## config.mk

```make
export PLATFORM = sky130hd
export DESIGN_NAME = scan_plane_pixel_shader
export DESIGN_NICKNAME = d
export VERILOG_FILES = /design/src/spps_pkg.sv /design/src/scan_plane_pixel_shader.sv
export SDC_FILE = /design/constraint.sdc
export NUM_CORES = 1
export LEC_CHECK = 0
export BUFFER_PORTS_ARGS = -buffer_cell sky130_fd_sc_hd__buf_4
export CORE_MARGIN = 8
export CORE_UTILIZATION = 57
export CTS_CLUSTER_DIAMETER = 120
export DETAILED_ROUTE_END_ITERATION = 16
export GPL_TIMING_DRIVEN = 0
export PLACE_DENSITY = 0.76
export SETUP_SLACK_MARGIN = 0.1
export SLEW_MARGIN = 20
export SYNTH_ARGS = -nofsm -noshare
export SYNTH_HDL_FRONTEND = slang
export SYNTH_SLANG_ARGS = --single-unit
```

## constraint.sdc

```tcl
create_clock -name aclk -period 13.5 [get_ports aclk]
set_clock_uncertainty 0.2 [all_clocks]
set_input_delay 2.025 -clock aclk [delete_from_list [all_inputs] [get_ports aclk]]
set_output_delay 2.025 -clock aclk [all_outputs]
set_load 0.02 [all_outputs]
```

## src/spps_pkg.sv

```systemverilog
// ============================================================================
// Scan plane pixel shader package
// Beat types, register map, state encoding and fixed constants.
// ============================================================================
package spps_pkg;

    // Field widths
    localparam int SPEED_W   = 11;
    localparam int THICK_W   = 13;
    localparam int FRAC_BITS = 8;
    localparam int PADDR_W   = 3;
    localparam int PDATA_W   = 32;

    // Shared divider datapath
    localparam int ACC_W = 36;
    localparam int Q_W   = 8;
    localparam int CNT_W = 3;
    localparam int F_W   = 14;

    // Hue constants in Q.8: full circle 360*256, one sector 60*256
    localparam int HUE_FULL   = 92160;
    localparam int HUE_SECTOR = 15360;
    localparam int HUE_STEP   = 15;

    // One hue sector spans 2**SECTOR_SHIFT plane positions; six sectors per circle
    localparam int HUE_SECTORS  = HUE_FULL / HUE_SECTOR;
    localparam int SECTOR_SHIFT = $clog2(HUE_SECTOR / HUE_STEP);

    // Lit when 20 * (T - D) > T, i.e. brightness above 0.05
    localparam int LIT_RATIO = 20;

    // Register reset values
    localparam logic [SPEED_W-1:0] SPEED_RESET = 11'd128;
    localparam logic [THICK_W-1:0] THICK_RESET = 13'd512;

    // Register indexes
    localparam logic [PADDR_W-3:0] REG_SCAN_SPEED = 1'b0;
    localparam logic [PADDR_W-3:0] REG_THICKNESS  = 1'b1;

    // Item kinds
    localparam logic KIND_TICK  = 1'b0;
    localparam logic KIND_PIXEL = 1'b1;

    // Face codes
    localparam logic [2:0] FACE_FRONT  = 3'd0;
    localparam logic [2:0] FACE_BACK   = 3'd1;
    localparam logic [2:0] FACE_LEFT   = 3'd2;
    localparam logic [2:0] FACE_RIGHT  = 3'd3;
    localparam logic [2:0] FACE_TOP    = 3'd4;
    localparam logic [2:0] FACE_BOTTOM = 3'd5;

    // Scan axis codes
    localparam logic [1:0] AXIS_X = 2'd0;
    localparam logic [1:0] AXIS_Y = 2'd1;
    localparam logic [1:0] AXIS_Z = 2'd2;

    // Hue sectors (red-yellow, yellow-green, green-cyan, cyan-blue, blue-magenta)
    localparam logic [2:0] SEC_RY = 3'd0;
    localparam logic [2:0] SEC_YG = 3'd1;
    localparam logic [2:0] SEC_GC = 3'd2;
    localparam logic [2:0] SEC_CB = 3'd3;
    localparam logic [2:0] SEC_BM = 3'd4;

    typedef struct packed {
        logic       kind;
        logic [2:0] face;
        logic [2:0] col;
        logic [2:0] row;
    } spps_in_t;

    typedef struct packed {
        logic       lit;
        logic [7:0] red;
        logic [7:0] green;
        logic [7:0] blue;
    } spps_out_t;

    typedef enum logic [2:0] {
        ST_IDLE,
        ST_HUE,
        ST_C_LOAD,
        ST_C_DIV,
        ST_X_LOAD,
        ST_X_DIV,
        ST_OUT
    } spps_state_t;

endpackage

```

## src/scan_plane_pixel_shader.sv

```systemverilog
// Pixel beat: when lit, C is loaded and divided, then X, then the result is output;
// when unlit, straight to output. Tick beat: no result (position update, then hue
// sector and fraction). One beat at a time; s_ready is high only in idle, so a lit pixel
// holds off input through the shared restoring divider (one quotient bit per cycle).
// The output register lets the next beat enter while a result waits.
// aresetn is synchronous, active low: plane at 0, forward, x axis, registers at defaults.
// ============================================================================
// Scan plane pixel shader
// Shades LED cube pixels against a moving scan plane, iterating one shared
// compare-subtract unit for both color channel divisions.
// ============================================================================
module scan_plane_pixel_shader #(
    parameter int FACE_SIZE = 8
) (
    input  logic                            aclk,
    input  logic                            aresetn,
    input  logic                            psel,
    input  logic                            penable,
    input  logic                            pwrite,
    input  logic [spps_pkg::PADDR_W-1:0]    paddr,
    input  logic [spps_pkg::PDATA_W-1:0]    pwdata,
    output logic [spps_pkg::PDATA_W-1:0]    prdata,
    output logic                            pready,
    input  logic                            s_valid,
    output logic                            s_ready,
    input  spps_pkg::spps_in_t              s_data,
    output logic                            m_valid,
    input  logic                            m_ready,
    output spps_pkg::spps_out_t             m_data
);
    import spps_pkg::*;

    localparam int POS_LIMIT = 3 * FACE_SIZE * (2 ** FRAC_BITS);
    localparam int POS_W     = $clog2(POS_LIMIT + 1);
    localparam int SUM_W     = POS_W + 2;
    localparam int XY_W      = $clog2(FACE_SIZE);
    localparam int DIST_W    = $clog2(3 * FACE_SIZE + 1);
    localparam int CMP_W     = (POS_W > THICK_W) ? POS_W : THICK_W;
    localparam int N20_W     = THICK_W + 5;
    localparam int P255_W    = THICK_W + 8;
    localparam int PROD_W    = P255_W + F_W;

    localparam logic signed [SUM_W-1:0] LIMIT_S = SUM_W'(POS_LIMIT);
    localparam logic [CNT_W-1:0]        CNT_LAST = CNT_W'(Q_W - 1);

    // State and registers
    spps_state_t            state_reg, state_next;
    logic [SPEED_W-1:0]     speed_reg, speed_next;
    logic [THICK_W-1:0]     thick_reg, thick_next;
    logic [POS_W-1:0]       pos_reg, pos_next;
    logic                   back_reg, back_next;
    logic [1:0]             axis_reg, axis_next;
    logic [2:0]             sector_reg, sector_next;
    logic [F_W-1:0]         f_reg, f_next;
    logic [ACC_W-1:0]       acc_reg, acc_next;
    logic [ACC_W-1:0]       den_reg, den_next;
    logic [Q_W-1:0]         q_reg, q_next;
    logic [Q_W-1:0]         c_reg, c_next;
    logic [CNT_W-1:0]       cnt_reg, cnt_next;
    logic [THICK_W-1:0]     n_reg, n_next;
    logic                   lit_reg, lit_next;
    logic                   m_valid_reg, m_valid_next;
    spps_out_t              m_data_reg, m_data_next;

    // Combinational helpers
    logic                   s_fire;
    logic                   out_free;
    logic                   cfg_wr;
    logic [PADDR_W-3:0]     cfg_idx;
    logic signed [SUM_W-1:0] pos_ext, spd_ext, pos_sum;
    logic [XY_W-1:0]        xs, ys;
    logic [DIST_W-1:0]      pix_dist;
    logic [POS_W-1:0]       dist_q;
    logic signed [POS_W:0]  diff;
    logic [POS_W-1:0]       dabs;
    logic [CMP_W-1:0]       d_c, t_c;
    logic                   in_band;
    logic [THICK_W-1:0]     n_val;
    logic [N20_W-1:0]       n20;
    logic                   pix_lit;
    logic [POS_W-1:0]       hue_sec;
    logic [F_W-1:0]         hue_frac;
    logic [ACC_W:0]         sub;
    logic                   ge;
    logic                   div_last;
    logic [P255_W-1:0]      p255;
    logic [PROD_W-1:0]      prod;
    spps_out_t              result;

    assign s_ready  = (state_reg == ST_IDLE);
    assign s_fire   = s_valid && s_ready;
    assign out_free = !m_valid_reg || m_ready;
    assign m_valid  = m_valid_reg;
    assign m_data   = m_data_reg;
    assign pready   = 1'b1;
    assign cfg_wr   = psel && penable && pwrite;
    assign cfg_idx  = paddr[PADDR_W-1:2];

    // Register read back
    always_comb begin
        case (cfg_idx)
            REG_SCAN_SPEED: prdata = PDATA_W'(speed_reg);
            REG_THICKNESS:  prdata = PDATA_W'(thick_reg);
            default:        prdata = '0;
        endcase
    end

    // Plane step: add or subtract speed; the tick clamps the sum at both ends
    always_comb begin
        pos_ext = signed'(SUM_W'(pos_reg));
        spd_ext = signed'(SUM_W'(speed_reg));
        pos_sum = back_reg ? (pos_ext - spd_ext) : (pos_ext + spd_ext);
    end

    // Saturate column and row to the face
    always_comb begin
        xs = (int'(s_data.col) > FACE_SIZE - 1) ? XY_W'(FACE_SIZE - 1) : XY_W'(s_data.col);
        ys = (int'(s_data.row) > FACE_SIZE - 1) ? XY_W'(FACE_SIZE - 1) : XY_W'(s_data.row);
    end

    // Map face and pixel to a distance along the unfolded cube
    always_comb begin
        pix_dist = '0;
        case (axis_reg)
            AXIS_X: begin
                case (s_data.face)
                    FACE_LEFT:   pix_dist = DIST_W'(xs);
                    FACE_FRONT:  pix_dist = DIST_W'(FACE_SIZE) + DIST_W'(xs);
                    FACE_RIGHT:  pix_dist = DIST_W'(2 * FACE_SIZE) + DIST_W'(xs);
                    FACE_BACK:   pix_dist = DIST_W'(3 * FACE_SIZE) - DIST_W'(xs);
                    FACE_TOP:    pix_dist = DIST_W'(FACE_SIZE) + DIST_W'(xs);
                    FACE_BOTTOM: pix_dist = DIST_W'(FACE_SIZE) + DIST_W'(xs);
                    default:     pix_dist = '0;
                endcase
            end
            AXIS_Y: begin
                case (s_data.face)
                    FACE_BOTTOM: pix_dist = DIST_W'(ys);
                    FACE_FRONT:  pix_dist = DIST_W'(FACE_SIZE) + DIST_W'(ys);
                    FACE_TOP:    pix_dist = DIST_W'(2 * FACE_SIZE) + DIST_W'(ys);
                    FACE_BACK:   pix_dist = DIST_W'(FACE_SIZE) + DIST_W'(ys);
                    FACE_LEFT:   pix_dist = DIST_W'(FACE_SIZE) + DIST_W'(ys);
                    FACE_RIGHT:  pix_dist = DIST_W'(FACE_SIZE) + DIST_W'(ys);
                    default:     pix_dist = '0;
                endcase
            end
            default: begin
                // z axis; the unused axis code also lands here
                case (s_data.face)
                    FACE_BACK:   pix_dist = DIST_W'(ys);
                    FACE_TOP:    pix_dist = DIST_W'(FACE_SIZE) + DIST_W'(ys);
                    FACE_FRONT:  pix_dist = DIST_W'(2 * FACE_SIZE) + DIST_W'(ys);
                    FACE_BOTTOM: pix_dist = DIST_W'(FACE_SIZE)
                                            + (DIST_W'(FACE_SIZE - 1) - DIST_W'(ys));
                    FACE_LEFT:   pix_dist = DIST_W'(FACE_SIZE) + DIST_W'(xs);
                    FACE_RIGHT:  pix_dist = DIST_W'(FACE_SIZE)
                                            + (DIST_W'(FACE_SIZE - 1) - DIST_W'(xs));
                    default:     pix_dist = '0;
                endcase
            end
        endcase
    end

    // Distance to plane and lit test
    always_comb begin
        dist_q  = POS_W'({pix_dist, {FRAC_BITS{1'b0}}});
        diff    = signed'({1'b0, dist_q}) - signed'({1'b0, pos_reg});
        dabs    = diff[POS_W] ? POS_W'(-diff) : POS_W'(diff);
        d_c     = CMP_W'(dabs);
        t_c     = CMP_W'(thick_reg);
        in_band = (d_c < t_c);
        n_val   = THICK_W'(t_c - d_c);
        n20     = N20_W'(n_val) * N20_W'(LIT_RATIO);
        pix_lit = in_band && (n20 > N20_W'(thick_reg));
    end

    // Hue from the plane position: position * 15 over one sector is position >> 10,
    // so the sector wraps by compare-subtract and the fraction is 15 * low bits
    always_comb begin
        hue_sec = pos_reg >> SECTOR_SHIFT;
        if (hue_sec >= POS_W'(2 * HUE_SECTORS)) begin
            hue_sec = hue_sec - POS_W'(2 * HUE_SECTORS);
        end
        if (hue_sec >= POS_W'(HUE_SECTORS)) begin
            hue_sec = hue_sec - POS_W'(HUE_SECTORS);
        end
        hue_frac = F_W'(pos_reg[SECTOR_SHIFT-1:0]) * F_W'(HUE_STEP);
    end

    // Shared compare-subtract unit
    always_comb begin
        sub      = {1'b0, acc_reg} - {1'b0, den_reg};
        ge       = !sub[ACC_W];
        div_last = (cnt_reg == CNT_LAST);
        p255     = {n_reg, {FRAC_BITS{1'b0}}} - P255_W'(n_reg);
        prod     = {{F_W{1'b0}}, p255} * {{P255_W{1'b0}}, f_reg};
    end

    // Assemble the colored pixel from C, X and the sector
    always_comb begin
        result     = '0;
        result.lit = lit_reg;
        if (lit_reg) begin
            case (sector_reg)
                SEC_RY: begin result.red   = c_reg; result.green = q_reg; end
                SEC_YG: begin result.red   = q_reg; result.green = c_reg; end
                SEC_GC: begin result.green = c_reg; result.blue  = q_reg; end
                SEC_CB: begin result.green = q_reg; result.blue  = c_reg; end
                SEC_BM: begin result.red   = q_reg; result.blue  = c_reg; end
                default: begin result.red  = c_reg; result.blue  = q_reg; end
            endcase
        end
    end

    // Next state
    always_comb begin
        state_next = state_reg;
        case (state_reg)
            ST_IDLE: begin
                if (s_fire) begin
                    if (s_data.kind == KIND_TICK) begin
                        state_next = ST_HUE;
                    end else if (pix_lit) begin
                        state_next = ST_C_LOAD;
                    end else begin
                        state_next = ST_OUT;
                    end
                end
            end
            ST_HUE:      state_next = ST_IDLE;
            ST_C_LOAD:   state_next = ST_C_DIV;
            ST_C_DIV:    state_next = div_last ? ST_X_LOAD : ST_C_DIV;
            ST_X_LOAD:   state_next = ST_X_DIV;
            ST_X_DIV:    state_next = div_last ? ST_OUT : ST_X_DIV;
            ST_OUT:      state_next = out_free ? ST_IDLE : ST_OUT;
            default:     state_next = ST_IDLE;
        endcase
    end

    // Datapath controls per state
    always_comb begin
        speed_next   = speed_reg;
        thick_next   = thick_reg;
        pos_next     = pos_reg;
        back_next    = back_reg;
        axis_next    = axis_reg;
        sector_next  = sector_reg;
        f_next       = f_reg;
        acc_next     = acc_reg;
        den_next     = den_reg;
        q_next       = q_reg;
        c_next       = c_reg;
        cnt_next     = cnt_reg;
        n_next       = n_reg;
        lit_next     = lit_reg;
        m_valid_next = m_valid_reg && !m_ready;
        m_data_next  = m_data_reg;

        // Configuration writes
        if (cfg_wr) begin
            case (cfg_idx)
                REG_SCAN_SPEED: speed_next = pwdata[SPEED_W-1:0];
                REG_THICKNESS:  thick_next = pwdata[THICK_W-1:0];
                default: ;
            endcase
        end

        case (state_reg)
            ST_IDLE: begin
                if (s_fire) begin
                    if (s_data.kind == KIND_TICK) begin
                        // Advance plane; reverse and rotate axis at the far end, go forward at zero
                        if (pos_sum >= LIMIT_S) begin
                            pos_next  = POS_W'(POS_LIMIT);
                            back_next = 1'b1;
                            case (axis_reg)
                                AXIS_X:  axis_next = AXIS_Y;
                                AXIS_Y:  axis_next = AXIS_Z;
                                AXIS_Z:  axis_next = AXIS_X;
                                default: axis_next = AXIS_Y;
                            endcase
                        end else if (pos_sum[SUM_W-1] || pos_sum == '0) begin
                            pos_next  = '0;
                            back_next = 1'b0;
                        end else begin
                            pos_next = POS_W'(pos_sum);
                        end
                    end else begin
                        n_next   = n_val;
                        lit_next = pix_lit;
                    end
                end
            end
            ST_HUE: begin
                // Mirror the fraction in odd sectors
                sector_next = hue_sec[2:0];
                f_next      = hue_sec[0] ? (F_W'(HUE_SECTOR) - hue_frac) : hue_frac;
            end
            ST_C_LOAD: begin
                acc_next = ACC_W'(p255);
                den_next = ACC_W'(thick_reg) << (Q_W - 1);
                cnt_next = '0;
            end
            ST_X_LOAD: begin
                c_next   = q_reg;
                acc_next = ACC_W'(prod);
                den_next = (ACC_W'(thick_reg) * ACC_W'(HUE_SECTOR)) << (Q_W - 1);
                cnt_next = '0;
            end
            ST_C_DIV, ST_X_DIV: begin
                // One restoring step: subtract if it fits, shift divisor down
                if (ge) begin
                    acc_next = sub[ACC_W-1:0];
                end
                q_next   = {q_reg[Q_W-2:0], ge};
                den_next = den_reg >> 1;
                cnt_next = cnt_reg + CNT_W'(1);
            end
            ST_OUT: begin
                if (out_free) begin
                    m_valid_next = 1'b1;
                    m_data_next  = result;
                end
            end
            default: ;
        endcase
    end

    // Control registers
    always_ff @(posedge aclk) begin
        if (!aresetn) begin
            state_reg   <= ST_IDLE;
            speed_reg   <= SPEED_RESET;
            thick_reg   <= THICK_RESET;
            pos_reg     <= '0;
            back_reg    <= 1'b0;
            axis_reg    <= AXIS_X;
            sector_reg  <= SEC_RY;
            f_reg       <= '0;
            m_valid_reg <= 1'b0;
        end else begin
            state_reg   <= state_next;
            speed_reg   <= speed_next;
            thick_reg   <= thick_next;
            pos_reg     <= pos_next;
            back_reg    <= back_next;
            axis_reg    <= axis_next;
            sector_reg  <= sector_next;
            f_reg       <= f_next;
            m_valid_reg <= m_valid_next;
        end
    end

    // Payload registers
    always_ff @(posedge aclk) begin
        acc_reg    <= acc_next;
        den_reg    <= den_next;
        q_reg      <= q_next;
        c_reg      <= c_next;
        cnt_reg    <= cnt_next;
        n_reg      <= n_next;
        lit_reg    <= lit_next;
        m_data_reg <= m_data_next;
    end

endmodule

```

== Yosys cells after proc, flatten, opt, wreduce, memory -nomap -nowiden ==
Cells that the tools add are included.

* Register bits: 191
* Output and inout bits: 60

* Add/sub/neg operators: 20
* $mul: 4
* Order comparisons: 5
* Equality and inequality tests: 20
* Multiplexer cells: 31
* Bitwise logic cells: 2
* Reductions and logical operators: 36

{| class="wikitable"
|+ Operators with widths
! operator !! count
|-
| case mux 36 bit (3 select lines) || 2
|-
| case mux 32 bit (2 select lines) || 1
|-
| two-way mux 13 bit || 4
|-
| case mux 8 bit (2 select lines) || 3
|-
| subtractor 36 x 36 -> 37 bit || 1
|-
| two-way mux 36 bit || 1
|-
| multiplier 21 x 14 -> 35 bit || 1
|-
| case mux 5 bit (6 select lines) || 1
|-
| equality test 3 bit (second input constant) || 7
|-
| subtractor 21 x 13 -> 21 bit || 1
|-
| case mux 5 bit (4 select lines) || 1
|-
| equality test 3 x 2 -> 1 bit (second input constant) || 6
|-
| > comparator 18 x 13 -> 1 bit || 1
|-
| two-way mux 3 bit || 6
|-
| case mux 3 bit (6 select lines) || 1
|-
| multiplier 13 x 4 -> 17 bit (second input constant) || 1
|-
| multiplier 13 x 3 -> 16 bit (second input constant) || 1
|-
| OR reduction 2 bit || 8
|-
| >= comparator 15 x 14 -> 1 bit (second input constant) || 1
|-
| logical NOT 15 bit || 1
|-
| two-way mux 15 bit || 1
|-
| case mux 5 bit (3 select lines) || 1
|-
| adder 13 x 11 -> 14 bit || 1
|-
| multiplier 10 x 4 -> 14 bit (second input constant) || 1
|-
| 40 further kinds || 65
|}

== Logic depth before layout (Yosys ltp) ==
* Depth in word-level cells: 15
* Mapped depth: 41

== Least setup slack after synthesis ==
Ideal clock, no wire load.

* Kind: input -> register
* Start point: input port s_data[6] in the netlist's numbering
* End point: register state_reg[2]
* Arrival: 8.744 ns
* Data required time: 13.158 ns
* Path slack: 4.413 ns
* Cell stages on the path: 40
* Buffers on the path: 2
* Cells stage by stage: clkbuf_1 -> nand2_1 -> xor2_1 -> o22ai_1 -> nand2_1 -> a21oi_1 -> ha_1 -> and4b_1 -> a21oi_1 -> o21bai_1 -> a21oi_1 -> o21bai_1 -> a21oi_1 -> clkbuf_1 -> nand2_1 -> xnor2_1 -> inv_1 -> ha_1 -> (+4 left out) -> nor2_1 -> xnor2_1 -> ha_1 -> ha_1 -> a21oi_1 -> o21ai_0 -> a21oi_1 -> nor2b_1 -> o21a_1 -> nor2_1 -> xnor2_1 -> ha_1 -> nand3_1 -> o21ai_0 -> a21oi_1 -> o2bb2a_1 -> a311oi_1 -> nor3_1

* Elaborated cells on any way between the ends: 24

{| class="wikitable"
|+ RTL lines
! element !! RTL line !! text
|-
| start, declared || scan_plane_pixel_shader.sv:26 || <nowiki>input spps_pkg::spps_in_t s_data,</nowiki>
|-
| equality test 3 x 2 -> 1 bit, or another cell as far along || scan_plane_pixel_shader.sv:126, scan_plane_pixel_shader.sv:137, scan_plane_pixel_shader.sv:149 ||
|-
| OR reduction 4 bit (no line) or OR reduction 3 bit (tied branches) || n/a ||
|-
| case mux 5 bit (3 select lines) or case mux 5 bit (4 select lines) (tied branches) || scan_plane_pixel_shader.sv:137, scan_plane_pixel_shader.sv:126 ||
|-
| case mux 5 bit (2 select lines) (*) || scan_plane_pixel_shader.sv:124 || <nowiki>case (axis_reg)</nowiki>
|-
| subtractor 13 x 13 -> 14 bit (*) || scan_plane_pixel_shader.sv:167 || <nowiki>diff = signed'({1'b0, dist_q}) - signed'({1'b0, pos_reg});</nowiki>
|-
| two-way mux 13 bit (*) || scan_plane_pixel_shader.sv:168 || <nowiki>dabs = diff[POS_W] ? POS_W'(-diff) : POS_W'(diff);</nowiki>
|-
| subtractor 13 bit (*) || scan_plane_pixel_shader.sv:172 || <nowiki>n_val = THICK_W'(t_c - d_c);</nowiki>
|-
| named net n_val[5] || scan_plane_pixel_shader.sv:78 || <nowiki>logic [THICK_W-1:0] n_val;</nowiki>
|-
| multiplier 13 x 3 -> 16 bit (*) || scan_plane_pixel_shader.sv:173 || <nowiki>n20 = N20_W'(n_val) * N20_W'(LIT_RATIO);</nowiki>
|-
| > comparator 18 x 13 -> 1 bit (*) || scan_plane_pixel_shader.sv:174 || <nowiki>pix_lit = in_band && (n20 > N20_W'(thick_reg));</nowiki>
|-
| logical AND 1 bit (*) || scan_plane_pixel_shader.sv:174 ||
|-
| two-way mux 3 bit (*) || scan_plane_pixel_shader.sv:223 || <nowiki>end else if (pix_lit) begin</nowiki>
|-
| two-way mux 3 bit (*) || scan_plane_pixel_shader.sv:221 || <nowiki>if (s_data.kind == KIND_TICK) begin</nowiki>
|-
| two-way mux 3 bit (*) || scan_plane_pixel_shader.sv:220 || <nowiki>if (s_fire) begin</nowiki>
|-
| case mux 3 bit (6 select lines) (*) || scan_plane_pixel_shader.sv:218 || <nowiki>case (state_reg)</nowiki>
|-
| end signal, assigned || scan_plane_pixel_shader.sv:342 || <nowiki>state_reg <= state_next;</nowiki>
|-
| end, declared || scan_plane_pixel_shader.sv:47 || <nowiki>spps_state_t state_reg, state_next;</nowiki>
|}

Mark *: on every way through the listed nets, which the timed path passes. The rest lies on a longest branch. The select of a mux whose other input is x is not followed.
A chain may end at the register's enable or synchronous reset.

== Worst setup path after layout ==
Ends and elaborated chain as after synthesis.

==> flow_metrics.tcl <==
set metrics [dict create \
    avgSynthCellArea_um2 8.81 \
    tns_ns 0 \
    syn-instance-count 2870 \
    yosysSeqAreaShare_pct 20.0 \
    first_pass_iters 6 \
    grt_start_max_net_pins 28 \
    hold_viol_final 0 \
    ys.flop_type "edfxtp_1" \
    port_buffers 69 \
    seqCellArea_um2 5060 \
    critical_path_class "input pin to register" \
    multi_input_area_um2 18300 \
    post_synth_instance_area_um2 25300 \
    largest_register_ffs 36 \
    drtAntennaViolNets 0 \
    die_area_um2 51300 \
    root_buffer "clkbuf_16" \
    rows 77 \
    period_needed_ns 10.08 \
    grt_usage_pct 28.1 \
    final_net_count 3564 \
    postRouteWirelength_um 70700 \
    cts_resized 0 \
    die_h_um 227 \
    power_density_nw_per_um2 146 \
    synthTopCellsByArea "fa_1, edfxtp_1, ha_1, nand2_1, inv_1" \
    drv_cap 0 \
    synth_cell_types 83 \
    holdWs_ns 0.289 \
    final_layout_size_suffix_gt1_share_pct 5.61 \
    yosysWarnings 0 \
    crit_fanout 10 \
    cts_num_sinks 189 \
    layout-area-overhead-vs-synth_pct 8.03 \
    async_flop_share_pct 0 \
    die_x_um 227 \
    hp-class "register to register" \
    clk_latency_ns 0.47 \
    tightest_slew_ns 1.21 \
    p_leak_nw 12.3 \
    drc 0 \
    nFillCells 3811 \
    num_vias 21400 \
    cts_tree "yes" \
    diodes 0 \
    clockBufferDepth 2 \
    status "completed" \
    numCtsBuffers 17 \
    post_cts_buffers 0 \
    gp_congestion 0.986 \
    synth_top_area_share_pct 21.4 \
    start_kind "input pin" \
    critPathSlowestCell "a21oi_1" \
    synth-edff-count 128 \
    slew_viol_final 0 \
    grt-ovfl-total 0 \
    path_clk_slew_ns 0.07 \
    grt_pass1_vias 21700 \
    start_util_pct 57.4 \
    via_per_inst 5.96 \
    hpwl_um 56500 \
    ir_drop_mv 0.109 \
    rsz0062_at_grt "false" \
    drt_iter0_markers 1718 \
    core_area_um2 44000 \
    yosysTopAreaCell "fa_1" \
    setup_viol 0 \
    pin_count 112 \
    cts-hold-fix-buffers 0 \
    relSlewSlack_pct 18.6 \
    cts.htree.levels 4 \
    end_kind "register" \
    worstPathRequired_ns 13.62 \
    synth-seq-cells 189 \
    slowest_delay_ns 0.43 \
    cp.arrival_ns 10.20 \
    fin_crit_sh_pct 74.6 \
    max_freq_ghz 0.0992 \
    grt_first_pass_wirelength_um 114000 \
    routedWlPerCell_um 19.7 \
    antenna_found_initial 0 \
    critPathMostFrequentCell "a21oi_1" \
    synth_commonest_cells "nand2_1, inv_1, fa_1, ha_1, a21oi_1" \
    synth_most_common_cell "nand2_1" \
]
## metal layers
| layer | track usage (%) | part of all wire [%] |
|---|---|---|
| met4 | 13.0 | 4.6 |
| met5 | 0 | 0 |
| met2 | 46.9 | 48 |
| met3 | 5.24 | 8.1 |
| met1 | 35.0 | 40 |
## cells by family (layout without fill, tap and decap cells)
group           count (synthesis)  after routing  share of synthesized area, %
compound gates                582            582                          15.3
other cells                     2             20                        0.0297
buf+inv                       511            616                          7.95
simple gates                  880            880                          16.2
flops                         189            189                          20.0
fa+ha+maj                     532            532                          34.4
mux                            14             14                         0.599
xor+xnor                      160            160                          5.54
## placed cells by master (no fill, tap or decap), types with 9 or more instances in the layout
master	n
edfxtp_1	128
o21ai_1	16
nor3_1	31
o31ai_1	18
nand3_1	49
and2_1	115
clkbuf_1	105
a31oi_1	12
o211ai_1	17
a211oi_1	33
o21bai_1	16
ha_1	262
o22ai_1	35
o21a_1	26
nand2_1	420
dfxtp_1	61
a32oi_1	10
buf_4	92
buf_1	9
xnor2_1	96
nand4_1	15
xor2_1	63
buf_2	9
a21o_1	34
a21oi_1	147
nor2b_1	27
a32o_1	12
nor2_1	124
clkbuf_16	17
a22oi_1	21
conb_1	20
nand2b_1	29
mux2_2	9
a21boi_0	14
and3_1	13
o21ai_0	95
nor4_1	10
inv_1	361
fa_1	270
or3_1	16
## layout make-up
class                           instances  share of cell area (%)
Inverter                              367                    5.05
Timing Repair Buffer                   73                    2.13
Tap cell                              592                    2.71
Sequential cell                       189                    18.5
Clock inverter                         15                   0.692
Multi-Input combinational cell       2188                    67.0
Buffer                                144                    2.31
Clock buffer                           17                    1.56
## path summary, 6_finish.rpt
check / to / slack, ns / startpoint / cells after the start
worst max-delay path: state_reg[2] / 3.42 / s_data[6] / 40
worst min-delay path: speed_reg[6] / 0.29 / speed_reg[6] / 2
worst max register to register: acc_reg[33] / 3.57 / n_reg[0] / 30
worst min register to register: speed_reg[6] / 0.29 / speed_reg[6] / 2
## critical path: cells and delay by family
| kind | cells | cell delay [ns] |
|---|---|---|
| xor gates and xnor gates | 4 | 0.92 |
| and+or+nand+nor | 10 | 1.24 |
| buffers and inverters | 3 | 0.81 |
| AOI/OAI and AO/OA | 18 | 3.65 |
| adders and majority gates | 5 | 1.54 |
## stage by stage
step | power (mW) | area, um2 | utilization, % | std cells | setup WS (ns)
floorplan | 2.69 | 25300 | - | 2888 | 4.41
global placement | 3.33 | 26600 | 60.4 | 3549 | 3.27
detailed placement | 3.41 | 26700 | 60.6 | 3553 | 3.08
CTS | 3.96 | 27300 | 62.0 | 3585 | 3.52
global route | 4.31 | 27300 | 62.0 | 3585 | 2.66
finish | 3.98 | 27300 | 62.0 | 3585 | 3.42
## where the power goes
| part | switching, mW | internal (mW) |
|---|---|---|
| clock network | 0.275 | 0.254 |
| registers | 0.0603 | 0.733 |
| logic | 1.66 | 0.995 |
Power figures use the tool's default switching activity.
